<file path="config.mk">
export PLATFORM = sky130hd
export DESIGN_NAME = firmware_image_receive_verifier
export DESIGN_NICKNAME = d
export VERILOG_FILES = /design/src/sv/fiv_pkg.sv /design/src/sv/fiv_front.sv /design/src/sv/fiv_pctdiv.sv /design/src/sv/fiv_back.sv /design/src/sv/firmware_image_receive_verifier.sv
export SDC_FILE = /design/constraint.sdc
export NUM_CORES = 1
export LEC_CHECK = 0
export ABC_AREA = 1
export BUFFER_PORTS_ARGS = -buffer_cell sky130_fd_sc_hd__buf_2
export CAP_MARGIN = 20
export CORE_ASPECT_RATIO = 1.25
export CORE_MARGIN = 3
export CORE_UTILIZATION = 45
export CTS_CLUSTER_SIZE = 28
export DETAILED_ROUTE_END_ITERATION = 10
export PLACE_DENSITY = 0.75
export RECOVER_POWER = 50
export SLEW_MARGIN = 40
export SYNTH_ARGS = -nofsm -noshare
export SYNTH_HDL_FRONTEND = slang
export SYNTH_SLANG_ARGS = --single-unit
</file>
<file path="constraint.sdc">
create_clock -name clk_i -period 5.67 [get_ports clk_i]
set_input_delay 0.2835 -clock clk_i [delete_from_list [all_inputs] [get_ports clk_i]]
set_output_delay 0.2835 -clock clk_i [all_outputs]
set_load 0.005 [all_outputs]
</file>
<file path="src/sv/fiv_pkg.sv">
// Shared types, codes and the CRC-32 byte update for the image verifier.
package fiv_pkg;

  localparam int unsigned IMG_W = 24;
  localparam int unsigned CFG_W = 24;
  localparam int unsigned CNT_W = 17;

  localparam logic [CNT_W-1:0] CNT_MAX  = '1;
  localparam logic [31:0]      CRC_POLY = 32'hEDB88320;
  localparam logic [31:0]      CRC_INIT = 32'hFFFFFFFF;
  localparam logic [23:0]      PART_RST = 24'hFFFFFF;
  localparam logic [15:0]      TMO_RST  = 16'd10000;
  localparam logic [6:0]       PCT_MAX  = 7'd100;

  typedef enum logic {
    CFG_PARTITION = 1'b0,
    CFG_TIMEOUT   = 1'b1
  } cfg_idx_e;

  typedef enum logic [1:0] {
    CMD_START = 2'd0,
    CMD_DATA  = 2'd1,
    CMD_TICK  = 2'd2,
    CMD_NOP   = 2'd3
  } cmd_e;

  typedef enum logic [1:0] {
    ST_IDLE = 2'd0,
    ST_DOWN = 2'd1,
    ST_DONE = 2'd2,
    ST_ERR  = 2'd3
  } status_e;

  typedef enum logic [2:0] {
    EV_NONE     = 3'd0,
    EV_STARTED  = 3'd1,
    EV_REJECTED = 3'd2,
    EV_CHUNK_OK = 3'd3,
    EV_ABORTED  = 3'd4,
    EV_COMPLETE = 3'd5
  } event_e;

  typedef enum logic [2:0] {
    CS_NONE     = 3'd0,
    CS_BUSY     = 3'd1,
    CS_BATTERY  = 3'd2,
    CS_TOO_BIG  = 3'd3,
    CS_TIMEOUT  = 3'd4,
    CS_SIZE     = 3'd5,
    CS_CRC      = 3'd6,
    CS_NOT_DOWN = 3'd7
  } cause_e;

  typedef enum logic [3:0] {
    BK_IDLE = 4'b0001,
    BK_LOAD = 4'b0010,
    BK_DIV  = 4'b0100,
    BK_OUT  = 4'b1000
  } bk_state_e;

  typedef struct packed {
    cmd_e        kind;
    logic [23:0] image_size;
    logic [31:0] expected_crc;
    logic        battery_ok;
    logic [7:0]  data_byte;
    logic [15:0] chunk_size;
    logic        last;
  } cmd_t;

  typedef struct packed {
    logic valid;
    logic last_op;
  } div_stat_t;

  function automatic logic [31:0] crc32_byte(input logic [31:0] c, input logic [7:0] b);
    logic [31:0] r;
    r = c ^ {24'd0, b};
    for (int i = 0; i < 8; i++) begin
      r = (r >> 1) ^ (r[0] ? CRC_POLY : 32'd0);
    end
    return r;
  endfunction

endpackage

</file>
<file path="src/sv/fiv_front.sv">
// Front end: two-word input queue that decodes the request type.
module fiv_front import fiv_pkg::*; (
  input  logic        clk_i,
  input  logic        rst_ni,
  input  logic        push,
  output logic        full,
  input  logic [1:0]  req_type_i,
  input  logic [23:0] image_size_i,
  input  logic [31:0] expected_crc_i,
  input  logic        battery_ok_i,
  input  logic [7:0]  data_byte_i,
  input  logic [15:0] chunk_size_i,
  input  logic        last_of_chunk_i,
  output logic        cmd_valid_o,
  output cmd_t        cmd_o,
  input  logic        cmd_ready_i
);

  cmd_t       mem_q [2];
  logic       wr_ptr_q, rd_ptr_q;
  logic [1:0] cnt_q;
  logic       do_push, do_pop;
  cmd_t       cmd_in;

  always_comb begin
    cmd_in = '{kind: cmd_e'(req_type_i), image_size: image_size_i,
               expected_crc: expected_crc_i, battery_ok: battery_ok_i,
               data_byte: data_byte_i, chunk_size: chunk_size_i,
               last: last_of_chunk_i};
  end

  assign full        = cnt_q[1];
  assign cmd_valid_o = cnt_q != 2'd0;
  assign cmd_o       = mem_q[rd_ptr_q];
  assign do_push     = push && !full;
  assign do_pop      = cmd_valid_o && cmd_ready_i;

  always_ff @(posedge clk_i) begin
    if (do_push) begin
      mem_q[wr_ptr_q] <= cmd_in;
    end
  end

  always_ff @(posedge clk_i or negedge rst_ni) begin
    if (!rst_ni) begin
      wr_ptr_q <= 1'b0;
      rd_ptr_q <= 1'b0;
      cnt_q    <= 2'd0;
    end else begin
      if (do_push) begin
        wr_ptr_q <= !wr_ptr_q;
      end
      if (do_pop) begin
        rd_ptr_q <= !rd_ptr_q;
      end
      if (do_push && !do_pop) begin
        cnt_q <= cnt_q + 2'd1;
      end else if (do_pop && !do_push) begin
        cnt_q <= cnt_q - 2'd1;
      end
    end
  end

endmodule

</file>
<file path="src/sv/fiv_pctdiv.sv">
// Restoring divider for progress percent, one quotient bit per cycle.
module fiv_pctdiv import fiv_pkg::*; #(
  parameter int unsigned TB_W  = 24,
  parameter int unsigned RCV_W = 25
) (
  input  logic             clk_i,
  input  logic             rst_ni,
  input  logic             start_i,
  input  logic [RCV_W-1:0] num_i,
  input  logic [TB_W-1:0]  den_i,
  output div_stat_t        stat_o,
  output logic [6:0]       pct_o
);

  localparam int unsigned NW = RCV_W + 7;
  localparam logic [2:0] STEP_OV = 3'd7;

  logic [NW-1:0]   rem_q, num100, dsh;
  logic [TB_W-1:0] den_q;
  logic [6:0]      q_q, q_nx, bit_m, pct_q;
  logic [2:0]      step_q;
  logic            run_q, done_q, ge;

  assign num100 = (NW'(num_i) << 6) + (NW'(num_i) << 5) + (NW'(num_i) << 2);
  assign dsh    = NW'(den_q) << step_q;
  assign ge     = rem_q >= dsh;
  assign bit_m  = 7'd1 << step_q;
  assign q_nx   = ge ? (q_q | bit_m) : q_q;

  always_ff @(posedge clk_i) begin
    if (start_i) begin
      rem_q <= num100;
      den_q <= den_i;
      q_q   <= 7'd0;
    end else if (run_q) begin
      if (ge) begin
        rem_q <= rem_q - dsh;
      end
      q_q <= q_nx;
    end
  end

  always_ff @(posedge clk_i or negedge rst_ni) begin
    if (!rst_ni) begin
      run_q  <= 1'b0;
      done_q <= 1'b0;
      step_q <= STEP_OV;
      pct_q  <= 7'd0;
    end else if (start_i) begin
      step_q <= STEP_OV;
      if (den_i == '0) begin
        run_q  <= 1'b0;
        done_q <= 1'b1;
        pct_q  <= 7'd0;
      end else begin
        run_q  <= 1'b1;
        done_q <= 1'b0;
      end
    end else if (run_q) begin
      if (step_q == STEP_OV && ge) begin
        run_q  <= 1'b0;
        done_q <= 1'b1;
        pct_q  <= PCT_MAX;
      end else if (step_q == 3'd0) begin
        run_q  <= 1'b0;
        done_q <= 1'b1;
        pct_q  <= (q_nx > PCT_MAX) ? PCT_MAX : q_nx;
      end
      step_q <= step_q - 3'd1;
    end
  end

  assign stat_o.valid   = done_q;
  assign stat_o.last_op = run_q && (step_q == 3'd0);
  assign pct_o          = pct_q;

endmodule

</file>
<file path="src/sv/fiv_back.sv">
// Back end: download state, CRC update, chunk checks and the result register.
module fiv_back import fiv_pkg::*; #(
  parameter int unsigned TB_W  = 24,
  parameter int unsigned RCV_W = 25
) (
  input  logic              clk_i,
  input  logic              rst_ni,
  input  logic              cfg_we_i,
  input  logic              cfg_idx_i,
  input  logic [CFG_W-1:0]  cfg_wdata_i,
  input  logic              cmd_valid_i,
  input  cmd_t              cmd_i,
  output logic              cmd_ready_o,
  output logic              empty,
  input  logic              pop,
  output logic [1:0]        status_o,
  output logic [2:0]        event_res_o,
  output logic [2:0]        error_cause_o,
  output logic [6:0]        progress_percent_o,
  output logic [31:0]       running_crc_o
);

  bk_state_e        st_q, st_d;
  status_e          phase_q, phase_d;
  event_e           ev_q, ev_d;
  cause_e           cause_q, cause_d;
  logic [TB_W-1:0]  total_q, total_d;
  logic [RCV_W-1:0] rcv_q, rcv_d, rcv_sum;
  logic [31:0]      target_q, target_d, crc_q, crc_d, crc_nx;
  logic [CNT_W-1:0] chunk_q, chunk_d, chunk_inc, idle_q, idle_d;
  logic [23:0]      part_q;
  logic [15:0]      tmo_q;
  logic             exec;
  div_stat_t        div_stat;
  logic [6:0]       pct;

  assign cmd_ready_o = st_q == BK_IDLE;
  assign exec        = cmd_ready_o && cmd_valid_i;
  assign crc_nx      = crc32_byte(crc_q, cmd_i.data_byte);
  assign chunk_inc   = (chunk_q != CNT_MAX) ? chunk_q + 1'b1 : chunk_q;
  assign rcv_sum     = rcv_q + RCV_W'(chunk_inc);

  always_comb begin
    phase_d  = phase_q;
    total_d  = total_q;
    rcv_d    = rcv_q;
    target_d = target_q;
    crc_d    = crc_q;
    chunk_d  = chunk_q;
    idle_d   = idle_q;
    ev_d     = ev_q;
    cause_d  = cause_q;
    if (exec) begin
      ev_d    = EV_NONE;
      cause_d = CS_NONE;
      unique case (cmd_i.kind)
        CMD_START: begin
          if (phase_q == ST_DOWN) begin
            ev_d = EV_REJECTED; cause_d = CS_BUSY;
          end else if (!cmd_i.battery_ok) begin
            ev_d = EV_REJECTED; cause_d = CS_BATTERY;
          end else if (cmd_i.image_size[TB_W-1:0] > part_q[TB_W-1:0]) begin
            ev_d = EV_REJECTED; cause_d = CS_TOO_BIG;
          end else begin
            ev_d     = EV_STARTED;
            phase_d  = ST_DOWN;
            total_d  = cmd_i.image_size[TB_W-1:0];
            target_d = cmd_i.expected_crc;
            rcv_d    = '0;
            crc_d    = CRC_INIT;
            chunk_d  = '0;
            idle_d   = '0;
          end
        end
        CMD_DATA: begin
          if (phase_q != ST_DOWN) begin
            ev_d = EV_REJECTED; cause_d = CS_NOT_DOWN;
          end else begin
            crc_d   = crc_nx;
            chunk_d = chunk_inc;
            if (cmd_i.last) begin
              chunk_d = '0;
              if (idle_q > CNT_W'(tmo_q)) begin
                phase_d = ST_ERR; total_d = '0; rcv_d = '0;
                ev_d = EV_ABORTED; cause_d = CS_TIMEOUT;
              end else if (chunk_inc != CNT_W'(cmd_i.chunk_size)) begin
                phase_d = ST_ERR; total_d = '0; rcv_d = '0;
                ev_d = EV_ABORTED; cause_d = CS_SIZE;
              end else begin
                rcv_d  = rcv_sum;
                idle_d = '0;
                ev_d   = EV_CHUNK_OK;
                if (rcv_sum >= RCV_W'(total_q)) begin
                  if (~crc_nx != target_q) begin
                    phase_d = ST_ERR; total_d = '0; rcv_d = '0;
                    ev_d = EV_ABORTED; cause_d = CS_CRC;
                  end else begin
                    phase_d = ST_DONE;
                    ev_d    = EV_COMPLETE;
                  end
                end
              end
            end
          end
        end
        CMD_TICK: begin
          if (phase_q == ST_DOWN && idle_q != CNT_MAX) begin
            idle_d = idle_q + 1'b1;
          end
        end
        default: ;
      endcase
    end
  end

  always_comb begin
    st_d = st_q;
    unique case (st_q)
      BK_IDLE: if (exec) st_d = BK_LOAD;
      BK_LOAD: st_d = BK_DIV;
      BK_DIV:  if (div_stat.valid) st_d = BK_OUT;
      BK_OUT:  if (pop) st_d = BK_IDLE;
      default: st_d = BK_IDLE;
    endcase
  end

  always_ff @(posedge clk_i or negedge rst_ni) begin
    if (!rst_ni) begin
      st_q     <= BK_IDLE;
      phase_q  <= ST_IDLE;
      total_q  <= '0;
      rcv_q    <= '0;
      target_q <= '0;
      crc_q    <= CRC_INIT;
      chunk_q  <= '0;
      idle_q   <= '0;
      ev_q     <= EV_NONE;
      cause_q  <= CS_NONE;
      part_q   <= PART_RST;
      tmo_q    <= TMO_RST;
    end else begin
      st_q     <= st_d;
      phase_q  <= phase_d;
      total_q  <= total_d;
      rcv_q    <= rcv_d;
      target_q <= target_d;
      crc_q    <= crc_d;
      chunk_q  <= chunk_d;
      idle_q   <= idle_d;
      ev_q     <= ev_d;
      cause_q  <= cause_d;
      if (cfg_we_i) begin
        unique case (cfg_idx_e'(cfg_idx_i))
          CFG_PARTITION: part_q <= cfg_wdata_i[23:0];
          CFG_TIMEOUT:   tmo_q  <= cfg_wdata_i[15:0];
          default: ;
        endcase
      end
    end
  end

  fiv_pctdiv #(
    .TB_W  (TB_W),
    .RCV_W (RCV_W)
  ) u_pctdiv (
    .clk_i  (clk_i),
    .rst_ni (rst_ni),
    .start_i(st_q == BK_LOAD),
    .num_i  (rcv_q),
    .den_i  (total_q),
    .stat_o (div_stat),
    .pct_o  (pct)
  );

  assign empty              = st_q != BK_OUT;
  assign status_o           = phase_q;
  assign event_res_o        = ev_q;
  assign error_cause_o      = cause_q;
  assign progress_percent_o = pct;
  assign running_crc_o      = ~crc_q;

  a_pct_range: assert property (@(posedge clk_i) disable iff (!rst_ni)
    !empty |-> pct <= PCT_MAX)
    else $error("progress above 100");

  a_cause_only_on_fail: assert property (@(posedge clk_i) disable iff (!rst_ni)
    (!empty && ev_q != EV_REJECTED && ev_q != EV_ABORTED) |-> cause_q == CS_NONE)
    else $error("error cause without reject or abort");

  a_err_cleared: assert property (@(posedge clk_i) disable iff (!rst_ni)
    phase_q == ST_ERR |-> (total_q == '0 && rcv_q == '0))
    else $error("counts kept after abort");

  a_chunk_idle: assert property (@(posedge clk_i) disable iff (!rst_ni)
    phase_q != ST_DOWN |-> chunk_q == '0)
    else $error("chunk count outside download");

  a_div_done: assert property (@(posedge clk_i) disable iff (!rst_ni)
    (st_q == BK_DIV && div_stat.last_op) |=> div_stat.valid)
    else $error("divider finished without done");

endmodule

</file>
<file path="src/sv/firmware_image_receive_verifier.sv">
// Firmware image receive verifier: CRC-32 check, chunk and timeout tracking, progress.
// Each word (start, data byte, ms tick, no-op) gives exactly one result word. A two-word
// input queue feeds the executing stage; a word is executed, then the
// progress percent comes out of an eight-step restoring divider, which is skipped when the
// image size after the word is zero; the result then waits for pop. The next word starts
// the cycle after the pop; the input stalls once the queue holds two words.
module firmware_image_receive_verifier import fiv_pkg::*; #(
  parameter int unsigned SIZE_BITS = 24
) (
  input  logic              clk_i,
  input  logic              rst_ni,
  input  logic              cfg_we_i,
  input  logic              cfg_idx_i,
  input  logic [CFG_W-1:0]  cfg_wdata_i,
  input  logic              push,
  output logic              full,
  input  logic [1:0]        req_type_i,
  input  logic [23:0]       image_size_i,
  input  logic [31:0]       expected_crc_i,
  input  logic              battery_ok_i,
  input  logic [7:0]        data_byte_i,
  input  logic [15:0]       chunk_size_i,
  input  logic              last_of_chunk_i,
  output logic              empty,
  input  logic              pop,
  output logic [1:0]        status_o,
  output logic [2:0]        event_res_o,
  output logic [2:0]        error_cause_o,
  output logic [6:0]        progress_percent_o,
  output logic [31:0]       running_crc_o
);

  localparam int unsigned TB_W  = (SIZE_BITS < IMG_W) ? SIZE_BITS : IMG_W;
  localparam int unsigned RCV_W = TB_W + 1;

  logic cmd_valid, cmd_ready;
  cmd_t cmd;

  fiv_front u_front (
    .clk_i          (clk_i),
    .rst_ni         (rst_ni),
    .push           (push),
    .full           (full),
    .req_type_i     (req_type_i),
    .image_size_i   (image_size_i),
    .expected_crc_i (expected_crc_i),
    .battery_ok_i   (battery_ok_i),
    .data_byte_i    (data_byte_i),
    .chunk_size_i   (chunk_size_i),
    .last_of_chunk_i(last_of_chunk_i),
    .cmd_valid_o    (cmd_valid),
    .cmd_o          (cmd),
    .cmd_ready_i    (cmd_ready)
  );

  fiv_back #(
    .TB_W  (TB_W),
    .RCV_W (RCV_W)
  ) u_back (
    .clk_i             (clk_i),
    .rst_ni            (rst_ni),
    .cfg_we_i          (cfg_we_i),
    .cfg_idx_i         (cfg_idx_i),
    .cfg_wdata_i       (cfg_wdata_i),
    .cmd_valid_i       (cmd_valid),
    .cmd_i             (cmd),
    .cmd_ready_o       (cmd_ready),
    .empty             (empty),
    .pop               (pop),
    .status_o          (status_o),
    .event_res_o       (event_res_o),
    .error_cause_o     (error_cause_o),
    .progress_percent_o(progress_percent_o),
    .running_crc_o     (running_crc_o)
  );

endmodule

</file>
# --- After elaboration in Yosys (flattened, before gate mapping) ---
# Memories as Yosys holds them, arrays and structs flattened.
# Index checks and enable logic that the tools add are counted.
word_totals:
  ff_bits: 278
  mem_bits_rw: 168
  input_bits: 114
  wordCells: 221
  n_memories: 1
op_classes:
  addsub: 9
  n_lt_le_gt_ge: 5
  eq_ne: 28
  shifts: 2
  n_mux: 106
  n_bitwise: 15
  reduce_logical: 33
memory_table:
  columns: ["memory", "words", "width", "rd", "rd_ports_with_merged_regs", "wr", "line_no", "text"]
  rows:
  - ["u_front.mem_q", 2, 84, 1, 0, 1, "fiv_front.sv:19", "cmd_t mem_q [2];"]
ops:
  columns: ["cell", "n"]
  rows:
  - ["two-way mux 32 bit", 15]
  - ["bitwise XOR 31 x 32 -> 32 bit", 8]
  - ["two-way mux 25 bit", 9]
  - ["two-way mux 24 bit", 9]
  - ["two-way mux 17 bit", 11]
  - ["NOT 32 bit", 2]
  - ["one-hot mux 32 bit (2 select lines)", 1]
  - ["two-way mux 3 bit", 17]
  - ["one-hot mux 17 bit (3 select lines)", 1]
  - ["one-hot mux 25 bit (2 select lines)", 1]
  - ["two-way mux 7 bit", 7]
  - ["one-hot mux 24 bit (2 select lines)", 1]
  - ["adder 17 x 1 -> 17 bit (second input constant)", 2]
  - ["!= test 17 bit (second input constant)", 2]
  - ["one-hot mux 17 bit (2 select lines)", 1]
  - ["adder 31 x 30 -> 32 bit", 1]
  - ["adder 32 x 27 -> 32 bit", 1]
  - [">= comparator 32 bit", 1]
  - ["!= test 32 bit", 1]
  - ["left shift 24 x 3 -> 32 bit", 1]
  - ["subtractor 32 bit", 1]
  - ["bitwise XOR 32 x 8 -> 32 bit", 1]
  - ["adder 25 x 17 -> 25 bit", 1]
  - [">= comparator 25 x 24 -> 1 bit", 1]
  - ["other kinds (42)", 102]

# --- Logic depth before layout (Yosys ltp) ---
# An unclocked memory read counts as a cell.
depth:
  depth_word: 27
  depth_mapped: 39
  ltp_nobuf: 39

# --- By module ---
# From an unflattened synthesis, not the netlist that was laid out.
hier_totals:
  hier_cells: 3595
  hier_area_um2: 28066.9
modules_own_cells:
  columns: ["mod", "instances", "cells_per_inst", "area_each_um2"]
  rows:
  - ["fiv_back", 1, 2078, 14242.4]
  - ["fiv_pctdiv", 1, 1050, 7475.9]
  - ["fiv_front", 1, 467, 6348.6]

# --- Worst setup path after synthesis ---
# OpenSTA, ideal clock, no wires.
synth_path:
  path_type: "flip-flop to flip-flop"
  start: "register u_back.u_pctdiv.step_q[0]"
  end: "register u_back.u_pctdiv.rem_q[0], enable pin"
  arrival_time_ns: 5.235
  required_time_ns: 5.204
  slack_ns: -0.030
  path_stages_with_launch: 16
  synth_period_minus_slack_ns: 5.700
  path_cell_list: "dfstp_2 clkbuf_1 buf_1 nand2_1 nand3_1 o21ai_0 or2_2 ha_1 nand2_1 o21ai_1 a21oi_1 o21ai_1 nand2_1 nand3_1 inv_1 o21ai_0"
synth_via:
  elab_chain_cells: 4
synth_rtl:
  columns: ["item", "line_no", "text"]
  rows:
  - ["start: declaration", "fiv_pctdiv.sv:21", "logic [2:0] step_q;"]
  - ["start signal: assignment", "fiv_pctdiv.sv:69", "step_q <= step_q - 3'd1;"]
  - ["left shift 24 x 3 -> 32 bit", "fiv_pctdiv.sv:25", "assign dsh = NW'(den_q) << step_q;"]
  - [">= comparator 32 bit", "fiv_pctdiv.sv:26", "assign ge = rem_q >= dsh;"]
  - ["nonzero test 2 bit (no source line)", null, null]
  - ["AND reduction 2 bit (no source line)", null, null]
  - ["end signal: assignment", "fiv_pctdiv.sv:32", "rem_q <= num100;"]
  - ["end signal: assignment", "fiv_pctdiv.sv:37", "rem_q <= rem_q - dsh;"]
  - ["end: declaration", "fiv_pctdiv.sv:18", "logic [NW-1:0] rem_q, num100, dsh;"]
# Every way passes these cells.
# A chain may end at the register's enable or synchronous reset.

# --- Worst setup path in the final report ---
layout_path:
  start: "register u_back.chunk_q[0]"
  end: "register u_back.rcv_q[2]"
layout_via:
  elab_chain_cells: 10
layout_rtl:
  columns: ["item", "line_no", "text"]
  rows:
  - ["start: declaration", "fiv_back.sv:30", "logic [CNT_W-1:0] chunk_q, chunk_d, chunk_inc, idle_q, idle_d;"]
  - ["start signal: assignment", "fiv_back.sv:148", "chunk_q <= chunk_d;"]
  - ["adder 17 x 1 -> 17 bit or != test 17 bit (tied branches)", "fiv_back.sv:40", "assign chunk_inc = (chunk_q != CNT_MAX) ? chunk_q + 1'b1 : chunk_q;"]
  - ["two-way mux 17 bit (*)", "fiv_back.sv:40", null]
  - ["adder 25 x 17 -> 25 bit", "fiv_back.sv:41", "assign rcv_sum = rcv_q + RCV_W'(chunk_inc);"]
  - [">= comparator 25 x 24 -> 1 bit or two-way mux 25 bit (tied branches)", "fiv_back.sv:93, fiv_back.sv:94", null]
  - ["two-way mux 25 bit", "fiv_back.sv:93", "if (rcv_sum >= RCV_W'(total_q)) begin"]
  - ["two-way mux 25 bit (*)", "fiv_back.sv:86", "end else if (chunk_inc != CNT_W'(cmd_i.chunk_size)) begin"]
  - ["two-way mux 25 bit (*)", "fiv_back.sv:83", "if (idle_q > CNT_W'(tmo_q)) begin"]
  - ["two-way mux 25 bit (*)", "fiv_back.sv:81", "if (cmd_i.last) begin"]
  - ["two-way mux 25 bit (*)", "fiv_back.sv:76", "if (phase_q != ST_DOWN) begin"]
  - ["one-hot mux 25 bit (2 select lines) (*)", "fiv_back.sv:56", "unique case (cmd_i.kind)"]
  - ["end signal: assignment", "fiv_back.sv:145", "rcv_q <= rcv_d;"]
  - ["end: declaration", "fiv_back.sv:28", "logic [RCV_W-1:0] rcv_q, rcv_d, rcv_sum;"]
# Mark *: on every way between the ends. The rest lies on a longest branch, timed or not. The select of a mux whose other input is x is not followed.

==> results.md <==
| Group | Result | Value |
|---|---|---|
| status | Status | finished with violations |
| status | Violated checks | max-capacitance violations, max-slew violations |
| route | Total DRC errors in the routed layout | 0 |
| synthesis | Synth warn | 0 |
| global routing | All-Layer GR Usage | 24.1% |
| placement | Routability congestion estimate from global placement | 0.999 |
| cts | Cell at the root of the clock tree | sky130_fd_sc_hd__clkbuf_16 |
| global routing | Antenna violations before repair | 1 |
| setup path | Kind of start point of the critical path | register |
| setup path | Bufs and invs on worst path | 5 |
| timing | Number of setup violations in the final report | 0 |
| synthesis | Most area-consuming cells after synthesis | sky130_fd_sc_hd__edfxtp_1 (24%), sky130_fd_sc_hd__dfrtp_1 (14%), sky130_fd_sc_hd__nand2_1 (12%) |
| power | Peak supply drop | 0.000417 V |
| power | Pint | 0.00971 W |
| cts | Clock-pin slew on the worst setup and hold paths | 0.06 ns |
| timing | Slew at the pin with the worst max-slew slack | 3.23 ns |
| setup path | Most prevalent standard cell on the critical path | sky130_fd_sc_hd__nand2_1 |
| synthesis | Number of cells produced by synthesis | 3307 |
| cts | Clk Latency, worst-skew pair | 0.59 ns |
| placement | IO buf count | 162 |
| power | Total power divided by cell area | 579 nW/µm² |
| floorplan | Area inside the core boundary | 60100 µm² |
| floorplan | Total Die Area | 64100 µm² |
| timing | Setup clock skew after layout | 0.0326 ns |
| cells and area | Post-layout instance area | 31700 µm² |
| global routing | Largest net degree at the start of global routing | 77 |
| timing | Final hold viol count | 0 |
| cts | Sink Count | 446 |
| setup path | Largest delay contributor family on the critical path | simple AND/OR/NAND/NOR gates |
| route | WL/cell | 17.6 µm |
| synthesis | Portion of synthesized cell area occupied by the leading cell type | 24.5% |
| timing | Achievable clock frequency | 191 MHz |
| route | Aggregate routed wire length | 76800 µm |
| synthesis | Count of distinct cell types in the synthesized netlist | 65 |
| setup path | Worst Path Arrival | 5.71 ns |
| route | Vias/cell | 5.37 |
| setup path | Crit Path Class | register to register |
| synthesis | Synth Flop Type | sky130_fd_sc_hd__edfxtp_1 |
| placement | Final HPWL DP | 56100 µm |
| timing | Final critical-path required period | 5.22 ns |
| power | Combinational group share of total power | 54.3% |
| synthesis | Synth top cells by count | sky130_fd_sc_hd__nand2_1 (898), sky130_fd_sc_hd__inv_1 (369), sky130_fd_sc_hd__nor2_1 (225) |
| route | Vias after detailed routing | 23500 |
| route | First-pass DRT Iterations | 6 |
| setup path | Crit path capture type | register |
| route | Antenna Violating Nets Remaining | 0 |
| power | Relative contribution of the clock network to total power | 17.4% |
| timing | Final critical-path share of the clock period | 92.2% |
| floorplan | Initial core utilization | 45.8% |
| synthesis | Number of register bits inferred by synthesis | 446 |
| cts | H-Tree Level Count | 2 |
| timing | Number of pins exceeding their max-slew limit in the final report | 57 |
| timing | Headroom to the max-slew limit | -115% |
| power | Sequential cell fraction of total power | 28.3% |
| floorplan | Core Rows | 100 |
| placement | Area of placed instances | 29200 µm² |
| global routing | Vias in the first global route | 23600 |
| cells and area | Post-layout utilization of the core | 52.8% |
| timing | Unrepaired setup endpoints after global routing | no |
| synthesis | Most used standard cell by instance count after synthesis | sky130_fd_sc_hd__nand2_1 |
| global routing | Wire length of the first global-routing pass | 122000 µm |
| power | Final total power | 0.0184 W |
| global routing | Global-route congestion overflow total | 0 |
| cts | Maximum clock path buffer count | 3 |
| cells and area | Proportion of layout cells with a drive suffix above 1 | 11.0% |
| floorplan | Boundary Pins | 163 |
| power | Static leakage power | 14.9 nW |
| power | Net switching power figure | 0.00867 W |
| setup path | Data required time of the worst path | 6.16 ns |
| route | Number of design-rule violations left by the first detailed-router iteration | 1409 |
| synthesis | Count of flip-flops with a built-in enable after synthesis | 224 |
| floorplan | Die span in x | 227 µm |
| setup path | Cell with the biggest individual delay on the critical path | sky130_fd_sc_hd__fa_1 |
| setup path | CP peak stage delay | 0.44 ns |
| timing | Setup tns final | 0 ns |
| synthesis | Post-synthesis area per instance | 8.31 µm² |
| cts | Clock tree from TritonCTS | yes |
| cells and area | Growth of design area from synthesis to finish | 15.5% |
| run | Number of violations of the max-capacitance limit | 1 |
| floorplan | Height of the die | 282 µm |
| synthesis | Net count after synthesis | 3599 |
| synthesis | Post-synth design cell area | 27500 µm² |
| synthesis | Seq/Total Area, Yosys | 44.9% |
| setup path | Worst-path maximum fanout | 11 |
| power | Fraction of power spent switching nets | 47.2% |
| worst hold path | Kind of path behind the tightest hold check | input pin to register |
| synthesis | Asr flop ratio synth | 48.2% |
| synthesis | Post-synth top area cell | sky130_fd_sc_hd__edfxtp_1 |
| cells and area | Net count reported at finish | 3858 |
| timing | Post-route worst hold slack | 0.0478 ns |
| cts | Number of clock buffers inserted by TritonCTS | 46 |
## worst reg2reg max path, delay by kind of cell, from the launching register on
| family | cells | cell delay (ns) |
|---|---|---|
| flip-flops | 1 | 0.43 |
| AO/OA/AOI/OAI | 7 | 0.94 |
| buffers and inverters | 5 | 0.47 |
| AND/OR/NAND/NOR | 20 | 1.96 |
| XOR/XNOR | 1 | 0.21 |
| adder cells (fa/ha/maj) | 4 | 1.15 |
## flip-flops by register name, summed over array words and instances, names as in the netlist, 2 cells and up
signal                  cells
u_back.crc_q               32
u_back.target_q            32
u_back.total_q             24
u_back.chunk_q             17
u_front.mem_q             168
u_back.u_pctdiv.rem_q      32
u_back.rcv_q               25
u_back.u_pctdiv.q_q         7
u_back.u_pctdiv.pct_o       7
u_back.event_res_o          3
u_front.cnt_q               2
u_back.error_cause_o        3
u_back.u_pctdiv.step_q      3
u_back.tmo_q               16
u_back.idle_q              17
u_back.st_q                 4
u_back.part_q              24
u_back.u_pctdiv.den_q      24
u_back.status_o             2
## metrics by stage
stage	cells	setup WS (ns)
global placement	4172	0.0309
finish	4369	0.445
CTS	4366	0.0241
global route	4369	0.0121
detailed placement	4174	-0.0844
floorplan	3307	0.836
## worst paths after layout
check | startpoint | end | slack (ns) | cells past startpoint
setup reg to reg | u_back.chunk_q[0] | u_back.rcv_q[2] | 0.45 | 37
setup / recovery | u_back.chunk_q[0] | u_back.rcv_q[2] | 0.45 | 37
min in group asynchronous | rst_ni | u_back.tmo_q[6] | 0.47 | 2
hold / removal | cfg_wdata_i[3] | u_back.part_q[3] | 0.05 | 3
max in group asynchronous | rst_ni | u_back.chunk_q[1] | 0.82 | 4
hold reg to reg | u_back.u_pctdiv.q_q[2] | u_back.u_pctdiv.q_q[2] | 0.47 | 2
## power by group through the flow
stage	clock network [W]	registers, W	logic, W
after CTS	0.00324	0.00519	0.00992
after global placement	0	0.00522	0.00963
after detailed placement	0	0.00524	0.00977
after global routing	0.00339	0.00528	0.0113
final	0.00319	0.00521	0.00998
after floorplan	0	0.00506	0.00721
## routing by layer
| metal | vias up | wire length, µm | GRT usage, % |
|---|---|---|---|
| li1 | 11500 | - | - |
| met1 | 11000 | 28800 | 26.7 |
| met2 | 694 | 39100 | 43.7 |
| met3 | 254 | 3560 | 3.46 |
| met4 | 0 | 5360 | 14.8 |
| met5 | - | 0 | 0 |
## area by class of cell
class	count	area, µm²
clock inverter	30	313
clock buffer	55	1270
antenna	1	2.50
timing repair buffer	306	2070
fill	5552	28300
multi-input combinational	2389	13400
sequential	446	12300
inverter	377	1420
tap	765	957
## cells in the final DEF, fill, tap and decap left out, drive strengths merged, types with 109 or more instances in the layout
cell type	count
a21oi	153
buf	109
clkbuf	145
dfrtp	150
edfxtp	224
ha	154
inv	383
nand2	972
nand3	226
nor2	227
o21ai	252
## cell families (layout without fill, tap and decap cells)
kind of cell               Yosys count  after routing  synth area share [%]
AOI/OAI and AO/OA                  506            506                  10.1
xor gates and xnor gates            96             96                  3.09
adders and majority gates          178            178                  8.76
buffers and inverters              473            768                  6.89
DFF                                446            446                  44.9
muxes                               33             33                  1.20
other                                0              1                     0
and+or+nand+nor                   1575           1576                  25.1
## repair_timing
action                     CTS  global route
resized for setup            2            26
setup buffers                0             1
hold endpoints to repair   252             0
cloned                       0             1
hold buffers               107             0
pin swaps                    0             3
setup endpoints to repair   28            56
Note: power is estimated with default switching activity, not from simulation.
